<file path="src/rtl/core/swm_pkg.sv">
// Shared widths and divider handshake types for the sliding window mean block.
`default_nettype none

package swm_pkg;

    localparam int SAMPLE_W = 32;
    localparam int WINDOW_W = 9;

    typedef struct packed {
        logic busy;
        logic done;
    } div_status_t;

endpackage

`default_nettype wire

</file>
<file path="src/rtl/core/swm_div.sv">
// Serial signed-by-unsigned divider, one quotient bit per cycle, truncating toward zero.
`default_nettype none

module swm_div
    import swm_pkg::*;
#(
    parameter int SUM_W = 40,
    parameter int CNT_W = 9
)
(
    input  wire logic                       clk,
    input  wire logic                       rst_n,
    input  wire logic                       start,
    input  wire logic signed [SUM_W-1:0]    dividend,
    input  wire logic        [CNT_W-1:0]    divisor,
    output      div_status_t                status,
    output      logic        [SAMPLE_W-1:0] quotient
);

    localparam int STEP_W = $clog2(SUM_W + 1);

    logic                busy_reg;
    logic                busy_next;
    logic                done_reg;
    logic                done_next;
    logic [STEP_W-1:0]   count_reg;
    logic [STEP_W-1:0]   count_next;
    logic [SUM_W-1:0]    quo_reg;
    logic [SUM_W-1:0]    quo_next;
    logic [CNT_W-1:0]    rem_reg;
    logic [CNT_W-1:0]    rem_next;
    logic [CNT_W-1:0]    dsr_reg;
    logic [CNT_W-1:0]    dsr_next;
    logic                neg_reg;
    logic                neg_next;
    logic [SAMPLE_W-1:0] res_reg;
    logic [SAMPLE_W-1:0] res_next;

    logic [CNT_W:0]      rem_sh;
    logic [CNT_W:0]      rem_diff;
    logic                ge;
    logic [SUM_W-1:0]    mag;
    logic [SUM_W-1:0]    q_signed;

    assign rem_sh   = {rem_reg, quo_reg[SUM_W-1]};
    assign rem_diff = rem_sh - {1'b0, dsr_reg};
    assign ge       = (rem_sh >= {1'b0, dsr_reg});
    assign mag      = dividend[SUM_W-1] ? (~dividend + 1'b1) : dividend;
    assign q_signed = neg_reg ? (~quo_reg + 1'b1) : quo_reg;

    always_comb
    begin
        busy_next  = busy_reg;
        done_next  = 1'b0;
        count_next = count_reg;
        quo_next   = quo_reg;
        rem_next   = rem_reg;
        dsr_next   = dsr_reg;
        neg_next   = neg_reg;
        res_next   = res_reg;
        if (start)
        begin
            busy_next  = 1'b1;
            count_next = STEP_W'(SUM_W);
            quo_next   = mag;
            rem_next   = '0;
            dsr_next   = divisor;
            neg_next   = dividend[SUM_W-1];
        end
        else if (busy_reg)
        begin
            if (count_reg == '0)
            begin
                busy_next = 1'b0;
                done_next = 1'b1;
                res_next  = q_signed[SAMPLE_W-1:0];
            end
            else
            begin
                count_next = count_reg - 1'b1;
                quo_next   = {quo_reg[SUM_W-2:0], ge};
                rem_next   = ge ? rem_diff[CNT_W-1:0] : rem_sh[CNT_W-1:0];
            end
        end
    end

    always_ff @(posedge clk or negedge rst_n)
    begin
        if (!rst_n)
        begin
            busy_reg  <= 1'b0;
            done_reg  <= 1'b0;
            count_reg <= '0;
        end
        else
        begin
            busy_reg  <= busy_next;
            done_reg  <= done_next;
            count_reg <= count_next;
        end
    end

    always_ff @(posedge clk)
    begin
        quo_reg <= quo_next;
        rem_reg <= rem_next;
        dsr_reg <= dsr_next;
        neg_reg <= neg_next;
        res_reg <= res_next;
    end

    assign status.busy = busy_reg;
    assign status.done = done_reg;
    assign quotient    = res_reg;

endmodule

`default_nettype wire

</file>
<file path="config.mk">
export PLATFORM = sky130hd
export DESIGN_NAME = swm_div
export DESIGN_NICKNAME = d
export VERILOG_FILES = /design/src/rtl/core/swm_pkg.sv /design/src/rtl/core/swm_div.sv
export SDC_FILE = /design/constraint.sdc
export NUM_CORES = 1
export LEC_CHECK = 0
export CORE_MARGIN = 1.5
export CORE_UTILIZATION = 55
export DETAILED_ROUTE_END_ITERATION = 10
export DONT_BUFFER_PORTS = 1
export GPL_ROUTABILITY_DRIVEN = 0
export PLACE_DENSITY = 0.71
export SETUP_SLACK_MARGIN = 0.02
export SLEW_MARGIN = 40
export SYNTH_ARGS = -nofsm -noshare
export SYNTH_HDL_FRONTEND = slang
export SYNTH_SLANG_ARGS = --single-unit
</file>
<file path="constraint.sdc">
create_clock -name clk -period 6.43 [get_ports clk]
set_clock_uncertainty 0.15 [all_clocks]
set_input_delay 0.3215 -clock clk [delete_from_list [all_inputs] [get_ports clk]]
set_output_delay 0.3215 -clock clk [all_outputs]
set_load 0.005 [all_outputs]
</file>
Word level (Yosys, flattened, before mapping)
Cells that the tools add are included.
{"block": "op_classes", "magnitude_cmp": 1, "bitwise": 4, "mul": 0, "eq_ne": 1, "reduce_logical": 5, "div": 0, "shift": 0, "mux": 15, "add_sub_neg": 4}
{"op": "2-to-1 mux 40 bit", "n": 4}
{"op": "adder 40 x 1 -> 40 bit (second input constant)", "n": 1}
{"op": "NOT 40 bit", "n": 1}
{"op": "adder 32 x 1 -> 32 bit (second input constant)", "n": 1}
{"op": "2-to-1 mux 32 bit", "n": 1}
{"op": "NOT 32 bit", "n": 1}
{"op": "2-to-1 mux 6 bit", "n": 3}
{"op": ">= comparator 10 x 9 -> 1 bit", "n": 1}
{"op": "2-to-1 mux 9 bit", "n": 1}
{"op": "subtractor 9 bit", "n": 1}
{"op": "logical NOT 6 bit", "n": 1}
{"op": "2-to-1 mux 1 bit", "n": 6}
{"op": "subtractor 6 x 1 -> 6 bit (second input constant)", "n": 1}
{"op": "AND reduction 2 bit", "n": 2}
{"op": "AND reduction 3 bit", "n": 1}
{"op": "inequality test 2 bit (second input constant)", "n": 1}
{"op": "NOT 1 bit", "n": 2}
{"op": "nonzero test 2 bit", "n": 1}
{"block": "word_totals", "rom_bits": 0, "memories": 0, "elab_cells": 38, "register_bits": 99, "latch_bits": 0, "output_inout_bits": 34, "mem_bits_rw": 0, "inputBits": 52}

Logic depth before layout (Yosys ltp)
{"block": "depth", "depth_word": 4, "depth_mapped": 10, "ltp_nobuf": 10}

Least setup slack after synthesis
Ideal clock, no wire load.
{"block": "synth_timing", "path_type": "register -> register", "from": "reg count_reg[4]", "to": "reg res_reg[0], in the netlist quotient[0], enable pin", "setup_time_ns": 0.468, "t_required_ns": 5.812, "synth_period_minus_slack_ns": 3.854, "path_slack_ns": 2.576, "path_buffers": 0, "path_stages_with_launch": 4, "t_arrival_ns": 3.236, "cell_sequence": "dfrtp_1 > nor4_1 > nand2_1 > nor3b_1"}
{"block": "synth_via", "elab_chain_len": 2}
{"item": "start, declared", "line": "swm_div.sv:26", "rtl": "logic [STEP_W-1:0] count_reg;"}
{"item": "start signal, assigned", "line": "swm_div.sv:99", "rtl": "count_reg <= count_next;"}
{"item": "logical NOT 6 bit", "line": "swm_div.sv:72", "rtl": "if (count_reg == '0)"}
{"item": "AND reduction 3 bit (no line)"}
{"item": "end signal, assigned", "line": "swm_div.sv:109", "rtl": "res_reg <= res_next;"}
{"item": "end, declared", "line": "swm_div.sv:36", "rtl": "logic [SAMPLE_W-1:0] res_reg;"}
No other way between the ends.
A chain may end at the register's enable or synchronous reset.

Worst setup path in the final report
{"block": "layout_timing", "from": "reg quo_reg[19]", "to": "reg res_reg[29], in the netlist quotient[29], data pin"}
{"block": "layout_via", "elab_chain_len": 3}
{"item": "start, declared", "line": "swm_div.sv:28", "rtl": "logic [SUM_W-1:0] quo_reg;"}
{"item": "start signal, assigned", "line": "swm_div.sv:105", "rtl": "quo_reg <= quo_next;"}
{"item": "NOT 32 bit", "line": "swm_div.sv:49", "rtl": "assign q_signed = neg_reg ? (~quo_reg + 1'b1) : quo_reg;"}
{"item": "adder 32 x 1 -> 32 bit", "line": "swm_div.sv:49"}
{"item": "2-to-1 mux 32 bit", "line": "swm_div.sv:49"}
{"item": "via q_signed[29]", "line": "swm_div.sv:43", "rtl": "logic [SUM_W-1:0] q_signed;"}
The timed path passes the listed nets, and every way through them passes these cells.

==> impl_metrics.yaml <==
critical_path:
  startpoint_type: "flip-flop"
  path_buf_inv: 0
  cp.arrival_ns: 2.91
  cp_max_fo: 5
  cp_data_required_time_ns: 6.40
  critPathKind: "reg2reg"
  crit_family: "simple AND/OR/NAND/NOR gates"
  path_cells: "or4_1, or3_1, or4_4, or4_1, o21ai_1, xnor2_1"
  endpoint_kind: "flip-flop"
  cp_slowest_stage_delay_ns: 0.57
  slowest_stage: "or4_1"
  path_common_cell: "or4_1"
synthesis:
  ys.flop_type: "edfxtp_1"
  synthXorXnorAreaFrac: 0.1141
  ys_seq_elements: 99
  ys_types: 55
  syn_nets: 589
  muxShareOfSynthArea: 0.02919
  synthArstFlopShare: 0.08081
  synth-edff-count: 82
  synth-warning-count: 0
  syn_avg_cell_area_um2: 10.57
  synth_compound_area_frac: 0.1331
  mappedNetlistArea_um2: 5529
  syn_inst: 523
  synthSimpleGateAreaFrac: 0.1446
  ys_seq_area_frac: 0.5141
  synth_top_family_by_area: "simple AND/OR/NAND/NOR gates"
  synth_adder_area_share: 0.03304
floorplanning:
  io_pins: 86
  core_um2: 9774
  fp.dieH_um: 103.3
  floorplan.initialDensity: 0.5657
  fp.dieW_um: 103.3
  die_area_um2: 10660
  rows: 36
flow_run:
  maxCapViolations: 0
detailed_routing:
  vias: 3919
  wl_um: 11520
  drc: 0
  ant_nets: 0
  routedWlPerCell_um: 17.20
  firstDrtPassIters: 4
  drt_iter0_drc: 170
  vias_per_cell: 5.849
cts:
  htree_levels: 3
  numCtsBuffers: 9
  cts_tree: "done"
  ctsResizeCount: 0
  insertion_delay_ns: 0.37
  clockBufferDepth: 2
  cts-root-buf: "clkbuf_8"
  postCtsSetupRepairBufs: 0
  numClockSinks: 99
  cts_hold_buf: 14
  clkSlewWorstSetupHoldPaths_ns: 0.09
global_route:
  grt_pass1_wl_um: 17980
  grt-ovfl-total: 0
  grt_pass1_vias: 3649
  grt_use_total: 0.2241
  grt_max_degree: 75
  antenna_found_initial: 0
placement:
  post-dp-hpwl_um: 7648
  portBuffers: 0
pwr:
  p_leak_nw: 2.115
  power.density_nw_per_um2: 275.7
  ir_worst_vdd_mv: 0.1158
sta:
  slew_viol_final: 0
  setup_tns_ns: 0
  slew_headroom: 0.4837
  max_freq_mhz: 340.5
  hold_viol: 0
  holdWs_ns: 0.02285
  fin_crit_ns: 2.937
  finalSetupViolations: 0
  rsz0062_at_grt: "false"
  fin_crit_sh: 0.4568
  worstMarginPinSlew_ns: 0.7719
finish:
  areaGrowthSynthToFinish_pct: 8.282
  fin_nets: 598
  insertedDiodeCount: 0
  largest_register_ff_count: 40
  drive_gt1_frac: 0.07449
run_status:
  status: "finished, final reports clean"
worst_hold_path:
  hp-class: "in2reg"
-- Yosys cell counts (2+ instances only) --
cell      number  share of area
edfxtp_1      82           0.45
nor2_1        48          0.033
nand2_1       44          0.030
a21oi_1       41          0.037
xnor2_1       39          0.062
xor2_1        33          0.052
o21ai_0       26          0.024
o31ai_1       23          0.031
inv_1         22          0.015
ha_1          13          0.029
clkbuf_1      12         0.0081
nand3_1       12          0.011
dfxtp_1        9          0.033
mux2i_1        9          0.016
nor4_1         9          0.010
dfrtp_1        8          0.036
nor3_1         8         0.0072
o41ai_1        7          0.011
or4_1          6         0.0081
buf_1          5         0.0034
mux2_2         5          0.010
nand2b_1       5         0.0057
o21ai_1        5         0.0045
or3_1          5         0.0057
or4_4          4         0.0081
a21o_1         3         0.0041
and3_1         3         0.0034
nor3b_1        3         0.0041
a211o_1        2         0.0032
buf_4          2         0.0027
nand3b_1       2         0.0027
nand4b_1       2         0.0032
nor2b_1        2         0.0023
o22ai_1        2         0.0023
or2_2          2         0.0023
-- kinds of logic (layout without fill, tap and decap cells) --
family | after synthesis | after routing
AOI/OAI and AO/OA | 120 | 120
xor gates and xnor gates | 72 | 72
adders and majority gates | 14 | 14
buffers and inverters | 43 | 57
DFF | 99 | 99
muxes | 15 | 15
and+or+nand+nor | 160 | 160
-- cell usage in the layout, fill, tap and decap left out, types with 3 or more instances in the layout --
| master | n |
|---|---|
| ha_1 | 13 |
| a21o_1 | 3 |
| nand3_1 | 12 |
| clkbuf_8 | 9 |
| inv_1 | 22 |
| xnor2_1 | 39 |
| dlygate4sd3_1 | 14 |
| o21ai_1 | 4 |
| xor2_1 | 33 |
| nor3_1 | 8 |
| nor2_1 | 48 |
| o41ai_1 | 7 |
| mux2i_1 | 9 |
| and3_1 | 3 |
| nand2_1 | 44 |
| dfxtp_1 | 9 |
| a21oi_1 | 41 |
| o21ai_0 | 26 |
| edfxtp_1 | 82 |
| or3_1 | 5 |
| or4_1 | 6 |
| nand2b_1 | 5 |
| buf_4 | 3 |
| o31ai_1 | 23 |
| or4_4 | 4 |
| mux2_2 | 5 |
| nor4_1 | 8 |
| dfrtp_1 | 8 |
-- where the power goes --
group / leakage, nW / internal, mW / switching, mW / total (mW)
clock network: 0.0966 / 0.181 / 0.215 / 0.396
registers: 0.967 / 0.793 / 0.0733 / 0.867
logic: 1.05 / 0.190 / 0.199 / 0.388
-- per-layer routing --
layer  GRT usage  part of all wire  vias to the layer above
met4     0.09356             0.019                        0
met2      0.3699              0.49                       95
met1      0.2897              0.44                     1883
met3     0.04503             0.055                       14
met5           0                 0                        -
li1            -                 -                     1927
-- stage by stage --
| step | instance area (um^2) | util | total power, mW | cells | worst slack [ns] |
|---|---|---|---|---|---|
| CTS | 5981 | 0.6119 | 1.660 | 670 | 3.502 |
| global placement | 5633 | 0.5763 | 1.235 | 639 | 3.564 |
| detailed placement | 5648 | 0.5778 | 1.252 | 640 | 3.521 |
| global route | 5987 | 0.6125 | 1.741 | 670 | 3.285 |
| finish | 5987 | 0.6125 | 1.651 | 670 | 3.493 |
| floorplan | 5529 | - | 1.178 | 523 | 2.576 |
-- area by class of cell --
cell class / count / area (um^2)
Tap cell: 133 / 166.4
Timing Repair Buffer: 18 / 173.9
Inverter: 23 / 86.33
Sequential cell: 99 / 2843
Clock buffer: 10 / 127.6
Multi-Input combinational cell: 381 / 2525
Clock inverter: 6 / 65.06
Fill cell: 803 / 3787
-- path summary, 6_finish.rpt --
check                                   from           end  slack [ns]  cells past startpoint
min in group asynchronous              rst_n  count_reg[0]        0.15                      1
max in group asynchronous              rst_n  count_reg[3]        5.72                      1
worst min register to register    rem_reg[3]    rem_reg[3]        0.34                      2
worst max register to register   quo_reg[19]  quotient[29]        3.49                      6
worst max-delay path             quo_reg[19]  quotient[29]        3.49                      6
worst min-delay path            dividend[38]   quo_reg[39]        0.02                      1
Note: power is estimated with default switching activity, not from simulation.
